--- src/rtl/tss_pkg.sv ---
// Shared types and constants of the throughput sample statistics unit.
// No dependencies; the other files refer to it by scoped names or by a wildcard import.
package tss_pkg;

  // Field widths
  localparam int BYTES_W   = 20;
  localparam int SECONDS_W = 32;
  localparam int SPEED_W   = 40;
  localparam int SEEN_W    = 24;
  localparam int ACC_W     = 40;
  localparam int SUM_W     = 56;
  localparam int MAG_W     = SECONDS_W + 1;

  // Sample counter width (8 to 32)
  localparam int COUNT_BITS = 24;

  // Configuration registers
  localparam int PERIOD_W   = 8;
  localparam int START_W    = 32;
  localparam int AUTOSTOP_W = 16;
  localparam int CFG_DATA_W = 32;
  localparam int CFG_IDX_W  = 2;

  localparam logic [CFG_IDX_W-1:0] CFG_SAMPLE_PERIOD = 2'd0;
  localparam logic [CFG_IDX_W-1:0] CFG_TEST_START    = 2'd1;
  localparam logic [CFG_IDX_W-1:0] CFG_AUTO_STOP     = 2'd2;

  localparam logic [PERIOD_W-1:0]   PERIOD_RESET   = 8'd1;
  localparam logic [START_W-1:0]    START_RESET    = '0;
  localparam logic [AUTOSTOP_W-1:0] AUTOSTOP_RESET = 16'd60;

  // Shared divider geometry
  localparam int DIVIDEND_W = SUM_W;
  localparam int DIVISOR_W  = 32;
  localparam int STEP_W     = $clog2(DIVIDEND_W + 1);

  localparam logic [STEP_W-1:0] STEPS_MOD   = STEP_W'(MAG_W);
  localparam logic [STEP_W-1:0] STEPS_SPEED = STEP_W'(ACC_W);
  localparam logic [STEP_W-1:0] STEPS_MEAN  = STEP_W'(SUM_W);

  typedef struct packed {
    logic                  start;
    logic [DIVIDEND_W-1:0] dividend;
    logic [DIVISOR_W-1:0]  divisor;
    logic [STEP_W-1:0]     steps;
  } div_req_t;

  typedef struct packed {
    logic                  done;
    logic [DIVIDEND_W-1:0] quotient;
    logic [DIVISOR_W-1:0]  remainder;
  } div_rsp_t;

  typedef enum logic [3:0] {
    S_IDLE,
    S_CHECK,
    S_MOD_GO,
    S_MOD_WAIT,
    S_SPD_GO,
    S_SPD_WAIT,
    S_MEAN_GO,
    S_MEAN_WAIT,
    S_FINISH
  } state_t;

endpackage

--- src/rtl/tss_in_if.sv ---
// Request channel carrying one received chunk event.
// Depends on tss_pkg for field widths.
interface tss_in_if;
  logic                           valid;
  logic                           ready;
  logic [tss_pkg::BYTES_W-1:0]    chunk_bytes;
  logic [tss_pkg::SECONDS_W-1:0]  now_seconds;
  logic                           running;

  modport source (output valid, output chunk_bytes, output now_seconds, output running,
                  input ready);
  modport sink   (input valid, input chunk_bytes, input now_seconds, input running,
                  output ready);
endinterface

--- src/rtl/tss_out_if.sv ---
// Result channel carrying the per-chunk statistics.
// Depends on tss_pkg for field widths.
interface tss_out_if;
  logic                        valid;
  logic                        ready;
  logic [tss_pkg::BYTES_W-1:0] accepted_bytes;
  logic                        sample_taken;
  logic [tss_pkg::SPEED_W-1:0] max_speed;
  logic [tss_pkg::SPEED_W-1:0] min_speed;
  logic [tss_pkg::SPEED_W-1:0] average_speed;
  logic [tss_pkg::SEEN_W-1:0]  samples_seen;

  modport source (output valid, output accepted_bytes, output sample_taken,
                  output max_speed, output min_speed, output average_speed,
                  output samples_seen, input ready);
  modport sink   (input valid, input accepted_bytes, input sample_taken,
                  input max_speed, input min_speed, input average_speed,
                  input samples_seen, output ready);
endinterface

--- src/rtl/throughput_sample_statistics_unit.sv ---
// Top level of the throughput sample statistics unit: sequencer, state and output register.
// Depends on tss_pkg, tss_in_if, tss_out_if and tss_divider.
//
//   channel | direction | handshake     | payload
//   --------+-----------+---------------+----------------------------------------------
//   in_ch   | request   | valid / ready | chunk_bytes, now_seconds, running
//   out_ch  | result    | valid / ready | accepted_bytes, sample_taken, max/min/average
//           |           |               | speed, samples_seen
//   cfg     | write     | cfg_we        | cfg_index, cfg_data
//
// One request at a time. A refused chunk goes from the check state straight to the finish
// state; an accepted chunk that closes no sample runs the period test, a closing sample
// also the speed division, and every sample but the first also the mean division.
// in_ch.ready rises at the edge that loads the result, so the next request can be taken
// in the next cycle. The divisions share one divider, which resolves one quotient bit per
// cycle: 33 bits for the period test, 40 for the speed, 56 for the mean. Reset is synchronous
// and clears all statistics at once. in_ch.ready is high only while the sequencer idles; a
// stalled result waits in the output register while the next request is taken and worked on.
module throughput_sample_statistics_unit (
  input  logic                             clk,
  input  logic                             rst,
  tss_in_if.sink                           in_ch,
  tss_out_if.source                        out_ch,
  input  logic                             cfg_we,
  input  logic [tss_pkg::CFG_IDX_W-1:0]    cfg_index,
  input  logic [tss_pkg::CFG_DATA_W-1:0]   cfg_data
);

  // Configuration
  logic [tss_pkg::PERIOD_W-1:0]   sample_period;
  logic [tss_pkg::START_W-1:0]    test_start_seconds;
  logic [tss_pkg::AUTOSTOP_W-1:0] auto_stop_seconds;

  // Statistics state
  logic [tss_pkg::ACC_W-1:0]      byte_accumulator;
  logic [tss_pkg::SECONDS_W-1:0]  last_record_second;
  logic [tss_pkg::COUNT_BITS-1:0] sample_counter;
  logic [tss_pkg::SPEED_W-1:0]    peak_speed;
  logic [tss_pkg::SPEED_W-1:0]    floor_speed;
  logic [tss_pkg::SUM_W-1:0]      sum_after_first;
  logic [tss_pkg::SPEED_W-1:0]    mean_speed;

  // Latched request and per-item working registers
  logic [tss_pkg::BYTES_W-1:0]    chunk_bytes;
  logic [tss_pkg::SECONDS_W-1:0]  now_seconds;
  logic                           running;
  logic                           accepted;
  logic                           taken;
  logic [tss_pkg::MAG_W-1:0]      mag;

  // Output register
  logic                           out_valid;
  logic [tss_pkg::BYTES_W-1:0]    out_accepted;
  logic                           out_taken;
  logic [tss_pkg::SPEED_W-1:0]    out_max;
  logic [tss_pkg::SPEED_W-1:0]    out_min;
  logic [tss_pkg::SPEED_W-1:0]    out_avg;
  logic [tss_pkg::SEEN_W-1:0]     out_seen;

  tss_pkg::state_t   state, state_next;
  tss_pkg::div_req_t div_req;
  tss_pkg::div_rsp_t div_rsp;

  logic                           in_fire;
  logic                           out_free;
  logic                           chunk_ok;
  logic [tss_pkg::START_W:0]      end_second;
  logic [tss_pkg::MAG_W:0]        elapsed;
  logic [tss_pkg::MAG_W-1:0]      mag_next;
  logic [tss_pkg::ACC_W:0]        acc_sum;
  logic [tss_pkg::ACC_W-1:0]      acc_next;
  logic [tss_pkg::PERIOD_W-1:0]   period;
  logic [tss_pkg::SPEED_W-1:0]    speed;
  logic [tss_pkg::SUM_W:0]        sum_wide;
  logic [tss_pkg::SUM_W-1:0]      sum_next;
  logic [tss_pkg::COUNT_BITS-1:0] count_next;
  logic                           boundary;

  tss_divider u_div (
    .clk (clk),
    .rst (rst),
    .req (div_req),
    .rsp (div_rsp)
  );

  assign in_fire  = in_ch.valid && in_ch.ready;
  assign out_free = !out_valid || out_ch.ready;

  // Acceptance test and the signed distance from the start, folded to a magnitude
  always_comb begin
    end_second = {1'b0, test_start_seconds} + (tss_pkg::START_W+1)'(auto_stop_seconds);
    chunk_ok   = running && ({1'b0, now_seconds} < end_second) && (chunk_bytes != '0);
    elapsed    = (tss_pkg::MAG_W+1)'(now_seconds) - (tss_pkg::MAG_W+1)'(test_start_seconds)
                 + (tss_pkg::MAG_W+1)'(1);
    mag_next   = elapsed[tss_pkg::MAG_W] ? (~elapsed[tss_pkg::MAG_W-1:0] + 1'b1)
                                         : elapsed[tss_pkg::MAG_W-1:0];
    acc_sum    = {1'b0, byte_accumulator} + (tss_pkg::ACC_W+1)'(chunk_bytes);
    acc_next   = acc_sum[tss_pkg::ACC_W] ? '1 : acc_sum[tss_pkg::ACC_W-1:0];
    // A zero period acts as one
    period     = (sample_period == '0) ? tss_pkg::PERIOD_W'(1) : sample_period;
    speed      = div_rsp.quotient[tss_pkg::SPEED_W-1:0];
    sum_wide   = {1'b0, sum_after_first} + (tss_pkg::SUM_W+1)'(speed);
    sum_next   = sum_wide[tss_pkg::SUM_W] ? '1 : sum_wide[tss_pkg::SUM_W-1:0];
    count_next = (taken && sample_counter != '1) ? sample_counter + 1'b1 : sample_counter;
    boundary   = (div_rsp.remainder == '0) && (last_record_second != now_seconds);
  end

  // Next state
  always_comb begin
    state_next = state;
    case (state)
      tss_pkg::S_IDLE:      if (in_fire) state_next = tss_pkg::S_CHECK;
      tss_pkg::S_CHECK:     state_next = chunk_ok ? tss_pkg::S_MOD_GO : tss_pkg::S_FINISH;
      tss_pkg::S_MOD_GO:    state_next = tss_pkg::S_MOD_WAIT;
      tss_pkg::S_MOD_WAIT: begin
        if (div_rsp.done) state_next = boundary ? tss_pkg::S_SPD_GO : tss_pkg::S_FINISH;
      end
      tss_pkg::S_SPD_GO:    state_next = tss_pkg::S_SPD_WAIT;
      tss_pkg::S_SPD_WAIT: begin
        // The first sample skips the mean and leaves the speed statistics as they are
        if (div_rsp.done) begin
          state_next = (sample_counter != '0) ? tss_pkg::S_MEAN_GO : tss_pkg::S_FINISH;
        end
      end
      tss_pkg::S_MEAN_GO:   state_next = tss_pkg::S_MEAN_WAIT;
      tss_pkg::S_MEAN_WAIT: if (div_rsp.done) state_next = tss_pkg::S_FINISH;
      tss_pkg::S_FINISH:    if (out_free) state_next = tss_pkg::S_IDLE;
      default:              state_next = tss_pkg::S_IDLE;
    endcase
  end

  // Sequencer outputs: request handshake and the divider operands
  always_comb begin
    in_ch.ready      = 1'b0;
    div_req.start    = 1'b0;
    div_req.dividend = {mag, (tss_pkg::DIVIDEND_W-tss_pkg::MAG_W)'(0)};
    div_req.divisor  = tss_pkg::DIVISOR_W'(period);
    div_req.steps    = tss_pkg::STEPS_MOD;
    case (state)
      tss_pkg::S_IDLE:    in_ch.ready = 1'b1;
      tss_pkg::S_MOD_GO:  div_req.start = 1'b1;
      tss_pkg::S_SPD_GO: begin
        div_req.start    = 1'b1;
        div_req.dividend = {byte_accumulator, (tss_pkg::DIVIDEND_W-tss_pkg::ACC_W)'(0)};
        div_req.steps    = tss_pkg::STEPS_SPEED;
      end
      tss_pkg::S_MEAN_GO: begin
        div_req.start    = 1'b1;
        div_req.dividend = sum_after_first;
        div_req.divisor  = tss_pkg::DIVISOR_W'(sample_counter);
        div_req.steps    = tss_pkg::STEPS_MEAN;
      end
      default: begin
        in_ch.ready   = 1'b0;
        div_req.start = 1'b0;
      end
    endcase
  end

  always_ff @(posedge clk) begin
    if (rst) state <= tss_pkg::S_IDLE;
    else     state <= state_next;
  end

  // Configuration writes; an index past the list is dropped
  always_ff @(posedge clk) begin
    if (rst) begin
      sample_period      <= tss_pkg::PERIOD_RESET;
      test_start_seconds <= tss_pkg::START_RESET;
      auto_stop_seconds  <= tss_pkg::AUTOSTOP_RESET;
    end else if (cfg_we) begin
      case (cfg_index)
        tss_pkg::CFG_SAMPLE_PERIOD: sample_period      <= cfg_data[tss_pkg::PERIOD_W-1:0];
        tss_pkg::CFG_TEST_START:    test_start_seconds <= cfg_data[tss_pkg::START_W-1:0];
        tss_pkg::CFG_AUTO_STOP:     auto_stop_seconds  <= cfg_data[tss_pkg::AUTOSTOP_W-1:0];
        default: ;
      endcase
    end
  end

  // Latch the request; its payload needs no reset
  always_ff @(posedge clk) begin
    if (in_fire) begin
      chunk_bytes <= in_ch.chunk_bytes;
      now_seconds <= in_ch.now_seconds;
      running     <= in_ch.running;
    end
  end

  // Statistics state and per-item flags
  always_ff @(posedge clk) begin
    if (rst) begin
      byte_accumulator   <= '0;
      last_record_second <= '0;
      sample_counter     <= '0;
      peak_speed         <= '0;
      floor_speed        <= '0;
      sum_after_first    <= '0;
      mean_speed         <= '0;
      accepted           <= 1'b0;
      taken              <= 1'b0;
    end else begin
      case (state)
        tss_pkg::S_CHECK: begin
          accepted <= chunk_ok;
          taken    <= 1'b0;
          mag      <= mag_next;
          if (chunk_ok) byte_accumulator <= acc_next;
        end
        tss_pkg::S_SPD_WAIT: begin
          if (div_rsp.done) begin
            taken              <= 1'b1;
            byte_accumulator   <= '0;
            last_record_second <= now_seconds;
            if (sample_counter != '0) begin
              if (peak_speed == '0 || peak_speed < speed) peak_speed <= speed;
              if (floor_speed == '0 || floor_speed > speed) floor_speed <= speed;
              sum_after_first <= sum_next;
            end
          end
        end
        tss_pkg::S_MEAN_WAIT: begin
          if (div_rsp.done) mean_speed <= div_rsp.quotient[tss_pkg::SPEED_W-1:0];
        end
        tss_pkg::S_FINISH: begin
          // Count the sample only once the result is handed to the output register
          if (out_free) sample_counter <= count_next;
        end
        default: ;
      endcase
    end
  end

  // Output register: load on finish, drop once the sink takes it
  always_ff @(posedge clk) begin
    if (rst) begin
      out_valid <= 1'b0;
    end else if (state == tss_pkg::S_FINISH && out_free) begin
      out_valid <= 1'b1;
    end else if (out_ch.ready) begin
      out_valid <= 1'b0;
    end
  end

  always_ff @(posedge clk) begin
    if (state == tss_pkg::S_FINISH && out_free) begin
      out_accepted <= accepted ? chunk_bytes : '0;
      out_taken    <= taken;
      out_max      <= peak_speed;
      out_min      <= floor_speed;
      out_avg      <= mean_speed;
      out_seen     <= tss_pkg::SEEN_W'(count_next);
    end
  end

  assign out_ch.valid          = out_valid;
  assign out_ch.accepted_bytes = out_accepted;
  assign out_ch.sample_taken   = out_taken;
  assign out_ch.max_speed      = out_max;
  assign out_ch.min_speed      = out_min;
  assign out_ch.average_speed  = out_avg;
  assign out_ch.samples_seen   = out_seen;

endmodule

--- src/rtl/tss_divider.sv ---
// Shared radix-2 restoring divider, one quotient bit per cycle.
// Depends on tss_pkg (div_req_t, div_rsp_t, widths).
module tss_divider (
  input  logic              clk,
  input  logic              rst,
  input  tss_pkg::div_req_t req,
  output tss_pkg::div_rsp_t rsp
);

  logic                           busy;
  logic                           done;
  logic [tss_pkg::STEP_W-1:0]     count;
  logic [tss_pkg::DIVISOR_W-1:0]  rem;
  logic [tss_pkg::DIVIDEND_W-1:0] dq;
  logic [tss_pkg::DIVISOR_W-1:0]  dvs;

  logic [tss_pkg::DIVISOR_W:0]    trial;
  logic                           fits;
  logic [tss_pkg::DIVISOR_W:0]    diff;

  // Dividend is left aligned so that only the requested bit count is walked.
  always_comb begin
    trial = {rem, dq[tss_pkg::DIVIDEND_W-1]};
    fits  = trial >= {1'b0, dvs};
    diff  = trial - {1'b0, dvs};
  end

  always_ff @(posedge clk) begin
    if (rst) begin
      busy  <= 1'b0;
      done  <= 1'b0;
      count <= '0;
    end else begin
      done <= 1'b0;
      if (req.start) begin
        busy  <= 1'b1;
        count <= req.steps;
        rem   <= '0;
        dq    <= req.dividend;
        dvs   <= req.divisor;
      end else if (busy) begin
        rem   <= fits ? diff[tss_pkg::DIVISOR_W-1:0] : trial[tss_pkg::DIVISOR_W-1:0];
        dq    <= {dq[tss_pkg::DIVIDEND_W-2:0], fits};
        count <= count - 1'b1;
        if (count == tss_pkg::STEP_W'(1)) begin
          busy <= 1'b0;
          done <= 1'b1;
        end
      end
    end
  end

  assign rsp.done      = done;
  assign rsp.quotient  = dq;
  assign rsp.remainder = rem;

endmodule

--- src/flat_wrapper.sv ---
// flat-port wrapper written by rule: the top's interface ports become plain ports
module throughput_sample_statistics_unit_flat 
  (clk, rst, cfg_we, cfg_index, cfg_data, in_ch_valid, in_ch_chunk_bytes, in_ch_now_seconds, in_ch_running, in_ch_ready, out_ch_valid, out_ch_accepted_bytes, out_ch_sample_taken, out_ch_max_speed, out_ch_min_speed, out_ch_average_speed, out_ch_samples_seen, out_ch_ready);
  tss_in_if in_ch_i ();
  tss_out_if out_ch_i ();
  input  logic clk;
  input  logic rst;
  input  logic cfg_we;
  input  logic [tss_pkg::CFG_IDX_W-1:0] cfg_index;
  input  logic [tss_pkg::CFG_DATA_W-1:0] cfg_data;
  input wire logic [$bits(in_ch_i.valid)-1:0] in_ch_valid;
  input wire logic [$bits(in_ch_i.chunk_bytes)-1:0] in_ch_chunk_bytes;
  input wire logic [$bits(in_ch_i.now_seconds)-1:0] in_ch_now_seconds;
  input wire logic [$bits(in_ch_i.running)-1:0] in_ch_running;
  output wire logic [$bits(in_ch_i.ready)-1:0] in_ch_ready;
  output wire logic [$bits(out_ch_i.valid)-1:0] out_ch_valid;
  output wire logic [$bits(out_ch_i.accepted_bytes)-1:0] out_ch_accepted_bytes;
  output wire logic [$bits(out_ch_i.sample_taken)-1:0] out_ch_sample_taken;
  output wire logic [$bits(out_ch_i.max_speed)-1:0] out_ch_max_speed;
  output wire logic [$bits(out_ch_i.min_speed)-1:0] out_ch_min_speed;
  output wire logic [$bits(out_ch_i.average_speed)-1:0] out_ch_average_speed;
  output wire logic [$bits(out_ch_i.samples_seen)-1:0] out_ch_samples_seen;
  input wire logic [$bits(out_ch_i.ready)-1:0] out_ch_ready;
  assign in_ch_i.valid = in_ch_valid;
  assign in_ch_i.chunk_bytes = in_ch_chunk_bytes;
  assign in_ch_i.now_seconds = in_ch_now_seconds;
  assign in_ch_i.running = in_ch_running;
  assign in_ch_ready = in_ch_i.ready;
  assign out_ch_valid = out_ch_i.valid;
  assign out_ch_accepted_bytes = out_ch_i.accepted_bytes;
  assign out_ch_sample_taken = out_ch_i.sample_taken;
  assign out_ch_max_speed = out_ch_i.max_speed;
  assign out_ch_min_speed = out_ch_i.min_speed;
  assign out_ch_average_speed = out_ch_i.average_speed;
  assign out_ch_samples_seen = out_ch_i.samples_seen;
  assign out_ch_i.ready = out_ch_ready;
  throughput_sample_statistics_unit u_core (.clk(clk), .rst(rst), .in_ch(in_ch_i), .out_ch(out_ch_i), .cfg_we(cfg_we), .cfg_index(cfg_index), .cfg_data(cfg_data));
endmodule
--- config.mk ---
export PLATFORM = sky130hd
export DESIGN_NAME = throughput_sample_statistics_unit_flat
export DESIGN_NICKNAME = d
export VERILOG_FILES = /design/src/rtl/tss_pkg.sv /design/src/rtl/tss_in_if.sv /design/src/rtl/tss_out_if.sv /design/src/rtl/throughput_sample_statistics_unit.sv /design/src/rtl/tss_divider.sv /design/src/flat_wrapper.sv
export SDC_FILE = /design/constraint.sdc
export NUM_CORES = 2
export LEC_CHECK = 0
export ABC_AREA = 1
export BUFFER_PORTS_ARGS = -buffer_cell sky130_fd_sc_hd__buf_2
export CORE_MARGIN = 2
export CORE_UTILIZATION = 62
export CTS_CLUSTER_SIZE = 20
export DETAILED_ROUTE_END_ITERATION = 7
export GPL_TIMING_DRIVEN = 1
export PLACE_DENSITY = 0.81
export SYNTH_ARGS = -nofsm -noshare
export SYNTH_HDL_FRONTEND = slang
export SYNTH_SLANG_ARGS = --single-unit
--- constraint.sdc ---
create_clock -name clk -period 12.9 [get_ports clk]
set_clock_uncertainty 0.05 [all_clocks]
set_input_delay 0.645 -clock clk [delete_from_list [all_inputs] [get_ports clk]]
set_output_delay 0.645 -clock clk [all_outputs]
set_load 0.05 [all_outputs]
# --- Yosys cells after proc, flatten, opt, wreduce, memory -nomap -nowiden ---
# Index checks and enable logic that the tools add are counted.
word_totals:
  ff_bits: 714
  word_cells: 140
  in_bits: 92
  out_inout_bits: 167
op_classes:
  bitwise: 3
  muxes: 36
  n_reduce_logical: 38
  order_cmp: 4
  n_eq_ne: 19
  n_addsub: 9
op_table:
  columns: ["cell", "count"]
  rows:
  - ["56-bit 2-to-1 mux", 3]
  - ["40-bit 2-to-1 mux", 3]
  - ["56-bit case mux with 2 select lines", 1]
  - ["40-bit logical NOT", 2]
  - ["40-bit case mux with 2 select lines", 1]
  - ["32-bit 2-to-1 mux", 2]
  - ["56-bit by 40-bit adder with 57-bit output", 1]
  - ["40-bit by 20-bit adder with 41-bit output", 1]
  - ["40-bit greater-than comparator", 1]
  - ["40-bit less-than comparator", 1]
  - ["4-bit case mux with 9 select lines", 1]
  - ["34-bit by 1-bit adder with 34-bit output, second input constant", 1]
  - ["32-bit by 16-bit adder with 33-bit output", 1]
  - ["33-bit by 1-bit adder with 33-bit output, second input constant", 1]
  - ["33-bit by 32-bit greater-or-equal comparator with 1-bit output", 1]
  - ["32-bit by 33-bit less-than comparator with 1-bit output", 1]
  - ["33-bit 2-to-1 mux", 1]
  - ["33-bit inverter", 1]
  - ["32-bit by 32-bit subtractor with 33-bit output", 1]
  - ["32-bit logical NOT", 1]
  - ["4-bit 2-to-1 mux", 8]
  - ["32-bit inequality test", 1]
  - ["32-bit subtractor", 1]
  - ["24-bit by 1-bit adder with 24-bit output, second input constant", 1]
  - ["other kinds (32)", 72]

# --- Logic depth before layout (Yosys ltp) ---
depth:
  word_depth: 6
  mapped_depth: 29
  depth_no_buf: 28

# --- Modules after synthesis ---
# Synthesis repeated with hierarchy kept, for this count alone.
hier_totals:
  cells_unflattened: 5563
  hier_area_um2: 42572.1
by_module_without_submodules:
  columns: ["mod", "n_inst", "seq_area_each_um2", "cells_per_inst", "area_each_um2"]
  rows:
  - ["throughput_sample_statistics_unit", 1, 14243.7, 4466, 34428.0]
  - ["tss_divider", 1, 3763.6, 1097, 8144.1]

# --- Worst setup path before layout ---
# Ideal clock, no wire load.
synth_timing:
  kind: "input-to-reg"
  startpoint: "in out_ch_ready"
  endpoint: "reg u_core.sample_counter[0] (netlist name)"
  t_required_ns: 12.735
  setup_time_ns: 0.115
  path_buffers: 2
  cell_stages: 7
  t_arrival_ns: 8.837
  slack_ns: 3.898
  cell_sequence: "nor2_1 nor2_1 inv_1 clkbuf_1 clkbuf_1 o21ai_0 inv_1"
synth_via:
  elab_chain_cells: 2
synth_lines:
  columns: ["item", "line_no", "rtl"]
  rows:
  - ["from (decl)", "flat_wrapper.sv:23", "input wire logic [$bits(out_ch_i.ready)-1:0] out_ch_ready;"]
  - ["1-bit logical OR", "throughput_sample_statistics_unit.sv:87", "assign out_free = !out_valid || out_ch.ready;"]
  - ["2-bit AND reduction (no line)", null, null]
  - ["to (signal assigned)", "throughput_sample_statistics_unit.sv:227", "if (out_free) sample_counter <= count_next;"]
  - ["to (decl)", "throughput_sample_statistics_unit.sv:37", "logic [tss_pkg::COUNT_BITS-1:0] sample_counter;"]
# No other way between the ends.
# A chain may end at the register's enable or synchronous reset.

# --- Worst setup path after layout ---
layout_timing:
  startpoint: "reg u_core.auto_stop_seconds[1] (netlist name)"
  endpoint: "reg u_core.byte_accumulator[6] (netlist name)"
layout_via:
  elab_chain_cells: 6
layout_lines:
  columns: ["item", "line_no", "rtl"]
  rows:
  - ["from (decl)", "throughput_sample_statistics_unit.sv:32", "logic [tss_pkg::AUTOSTOP_W-1:0] auto_stop_seconds;"]
  - ["from (signal assigned)", "throughput_sample_statistics_unit.sv:170", "auto_stop_seconds <= tss_pkg::AUTOSTOP_RESET;"]
  - ["from (signal assigned)", "throughput_sample_statistics_unit.sv:175", "tss_pkg::CFG_AUTO_STOP: auto_stop_seconds <= cfg_data[tss_pkg::AUTOSTOP_W-1:0];"]
  - ["32-bit by 16-bit adder with 33-bit output", "throughput_sample_statistics_unit.sv:91", "end_second = {1'b0, test_start_seconds} + (tss_pkg::START_W+1)'(auto_stop_seconds);"]
  - ["32-bit by 33-bit less-than comparator with 1-bit output", "throughput_sample_statistics_unit.sv:92", "chunk_ok = running && ({1'b0, now_seconds} < end_second) && (chunk_bytes != '0);"]
  - ["1-bit logical AND (2 in a row)", "throughput_sample_statistics_unit.sv:92", null]
  - ["2-bit by 1-bit inequality test with 1-bit output (no line)", null, null]
  - ["3-bit AND reduction (no line)", null, null]
  - ["to (signal assigned)", "throughput_sample_statistics_unit.sv:208", "if (chunk_ok) byte_accumulator <= acc_next;"]
  - ["to (decl)", "throughput_sample_statistics_unit.sv:35", "logic [tss_pkg::ACC_W-1:0] byte_accumulator;"]
# No other way between the ends.

==> impl_metrics.py <==
metrics = {
    "run_status": {
        "outcome": "complete, no violations",
    },
    "placement": {
        "place_ws_ps": 7313,
        "gp_congestion": 0.9748,
        "dp_cells": 5962,
        "placed_cell_area_um2": 42270,
        "dp_hpwl_mm": 82.76,
        "numPortBuffers": 258,
    },
    "clock_tree": {
        "cts-resized-gates": 0,
        "cts-root-buf": "clkbuf_16",
        "clk_pin_slew_worst_paths_ps": 60,
        "clockBufferDepth": 3,
        "numCtsBuffers": 76,
        "clk_latency_ps": 650,
        "cts_tree": "yes",
        "clkSinkCount": 706,
        "cts_hold_buf": 0,
        "cts_max_level": 3,
        "post_cts_buffers": 0,
    },
    "yosys": {
        "synth_edf_count": 363,
        "synth_top_area_cell": "edfxtp_1",
        "synth_top_area_share_pct": 27.08,
        "yosysUniqueCellTypes": 67,
        "synth_cells": 4988,
        "syn_area_um2": 40250,
        "async_flop_share_pct": 0,
        "synth_common_cells": "nand2_1 (952), inv_1 (594), a21oi_1 (560)",
        "ys.flop_type": "edfxtp_1",
        "synth_area_leaders": "edfxtp_1 (27%), dfxtp_1 (17%), nand2_1 (8.9%), ha_1 (7.7%), a21oi_1 (7.0%)",
        "synth.most_common_cell": "nand2_1",
        "syn_avg_cell_area_um2": 8.070,
        "ys_seq_elements": 706,
        "yosys_warnings": 0,
        "yosysSeqAreaShare_pct": 44.14,
        "synthesis.nets": 5332,
    },
    "critical_path": {
        "reg2reg_from": "u_core.auto_stop_seconds[1]",
        "critPathLaunch": "u_core.auto_stop_seconds[1]",
        "slowest_stage": "nor4_1",
        "startpoint_type": "register",
        "crit_required_ps": 13330,
        "crit_buf_inv": 4,
        "cp.arrival_ps": 6200,
        "crit_path_max_fanout": 45,
        "crit_type": "register to register",
        "end_kind": "register",
        "cp_top_family": "compound AO/OA/AOI/OAI gates",
        "crit_top_cell": "nand2_1",
        "critPathMaxStageDelay_ps": 460,
    },
    "grt": {
        "grt_overflow": 0,
        "grt_max_degree": 147,
        "grt_pass1_wl_mm": 179.4,
        "track_usage_pct": 33.34,
        "grt_pass1_vias": 34270,
        "antenna_found_initial": 3,
    },
    "final_layout": {
        "area_growth_pct": 11.38,
        "finalNetCount": 5529,
        "n_fill_cell": 5173,
        "final_area_um2": 44830,
        "final_cells": 6105,
        "final_core_util_pct": 69.67,
        "final_layout_size_suffix_gt1_share_pct": 9.832,
    },
    "drt": {
        "antenna_left": 0,
        "dr.pass1.iters": 6,
        "routed_via_density": 5.963,
        "wl_per_cell_um": 18.63,
        "wirelength_mm": 113.8,
        "drc": 0,
        "via_count": 36400,
        "drt-initial-drc-count": 3457,
    },
    "sta": {
        "post-route-period-util_pct": 44.74,
        "fin_crit_ps": 5772,
        "setup_viol_count_final": 0,
        "hold_ws_ps": 116.5,
        "worstMarginPinSlew_ps": 1293,
        "fmaxAchievable_ghz": 0.1732,
        "relSlewSlack_pct": 13.70,
        "hold_viol": 0,
        "drv_slew": 0,
        "layout_setup_ws_ps": 7128,
        "rsz0062_at_grt": "no",
        "fin_setup_tns_ps": 0,
    },
    "job": {
        "maxCapViolations": 0,
    },
    "floorplanning": {
        "fp-row-count": 93,
        "die_y_um": 258.8,
        "die_w_um": 258.8,
        "initial_core_util_pct": 62.56,
        "core_um2": 64350,
        "die-area_um2": 66980,
        "io_pins": 259,
    },
    "pwr": {
        "peakVddDrop_v": 0.0001134,
        "total_leakage_power_nw": 19.14,
        "total_power_mw": 5.547,
        "p_per_area_nw_per_um2": 123.7,
    },
    "hold_path": {
        "hold_path.class": "input port to register",
        "hp-start": "in_ch_now_seconds[17]",
    },
}
==> sequential cells by signal (all words and copies together), names as in the netlist, 32 cells and up <==
| signal | cells |
|---|---|
| u_core.out_ch.average_speed | 40 |
| u_core.out_ch.min_speed | 40 |
| u_core.floor_speed | 40 |
| u_core.now_seconds | 32 |
| u_core.sum_after_first | 56 |
| u_core.out_ch.max_speed | 40 |
| u_core.mean_speed | 40 |
| u_core.test_start_seconds | 32 |
| u_core.u_div.dq | 56 |
| u_core.last_record_second | 32 |
| u_core.u_div.rem | 32 |
| u_core.mag | 33 |
| u_core.peak_speed | 40 |
| u_core.byte_accumulator | 40 |
==> layout by cell type, fill, tap and decap left out, types with 10 or more instances in the layout <==
master and n:
clkbuf_1 10, o22ai_1 10, a41oi_1 11, nor3_1 65
clkinv_2 12, or2_2 12, nand2_1 951, ha_1 247
nor4_1 60, inv_1 593, clkbuf_16 77, a21oi_1 560
o21ai_0 356, edfxtp_1 363, xnor2_1 76, a211oi_1 11
a311oi_1 40, clkinv_1 15, nand2_2 28, nor2_2 18
dfxtp_1 343, o211ai_1 16, buf_4 28, inv_2 12
nand3_1 282, nand4_1 69, xor2_1 112, nor2_4 12
o21ai_1 12, o221ai_1 16, a31oi_1 30, o21a_1 16
buf_2 257, nor2_1 391
==> cells by family after synthesis <==
kind of cell	synth area share [%]
XOR/XNOR	4.131
AO/OA/AOI/OAI	15.88
flip-flops	44.14
adder cells (fa/ha/maj)	7.926
buffers and inverters	7.295
AND/OR/NAND/NOR	20.63
==> cell type report <==
| class | instances | area, µm² | share of cell area [%] |
|---|---|---|---|
| Tap cell | 855 | 1070 | 2.386 |
| Antenna cell | 2 | 5.005 | 0.01116 |
| Clock inverter | 49 | 529.3 | 1.181 |
| Clock buffer | 92 | 2033 | 4.535 |
| Timing Repair Buffer | 285 | 1496 | 3.338 |
| Multi-Input combinational cell | 3506 | 19630 | 43.79 |
| Sequential cell | 706 | 17770 | 39.63 |
| Inverter | 610 | 2300 | 5.130 |
==> routing by layer <==
layer / global-route usage, % / vias up / wire length [µm]
met5: 0 / - / 13
met3: 4.040 / 345 / 8411
met2: 55.64 / 1619 / 53460
met4: 17.53 / 2 / 6246
li1: - / 17460 / -
met1: 42.64 / 16980 / 45630
==> worst reg2reg max path, stage by stage, from the launching register on <==
cell and delay [ps]:
dfxtp_1 340, ha_1 290, nand2_1 50, nand2_1 50
a21oi_1 100, o21ai_1 230, a21boi_0 200, o21ai_1 290
a21oi_1 140, o21ai_0 310, a21boi_1 200, nor3_1 270
nand2_1 150, inv_1 70, nand2_1 70, o21ai_0 150
nand2_1 70, ha_1 270, nand2_1 60, inv_1 50
nand4_1 140, nor4_1 460, nand4_1 280, nand4_2 160
buf_4 430, inv_2 420, o21ai_0 200, a21oi_1 100
==> final timing paths <==
kind | endpoint | slack, ps | depth (start not counted)
setup reg to reg | u_core.byte_accumulator[6] | 7130 | 27
setup / recovery | u_core.byte_accumulator[6] | 7130 | 27
hold reg to reg | u_core.out_ch.average_speed[39] | 370 | 0
hold / removal | u_core.now_seconds[17] | 120 | 1
==> power breakdown <==
part | switching (mW) | internal [mW] | total [mW]
clock network | 0.963 | 1.26 | 2.23
registers | 0.0660 | 2.45 | 2.51
logic | 0.569 | 0.239 | 0.807
total | 1.60 | 3.95 | 5.55
Power figures use the tool's default switching activity.
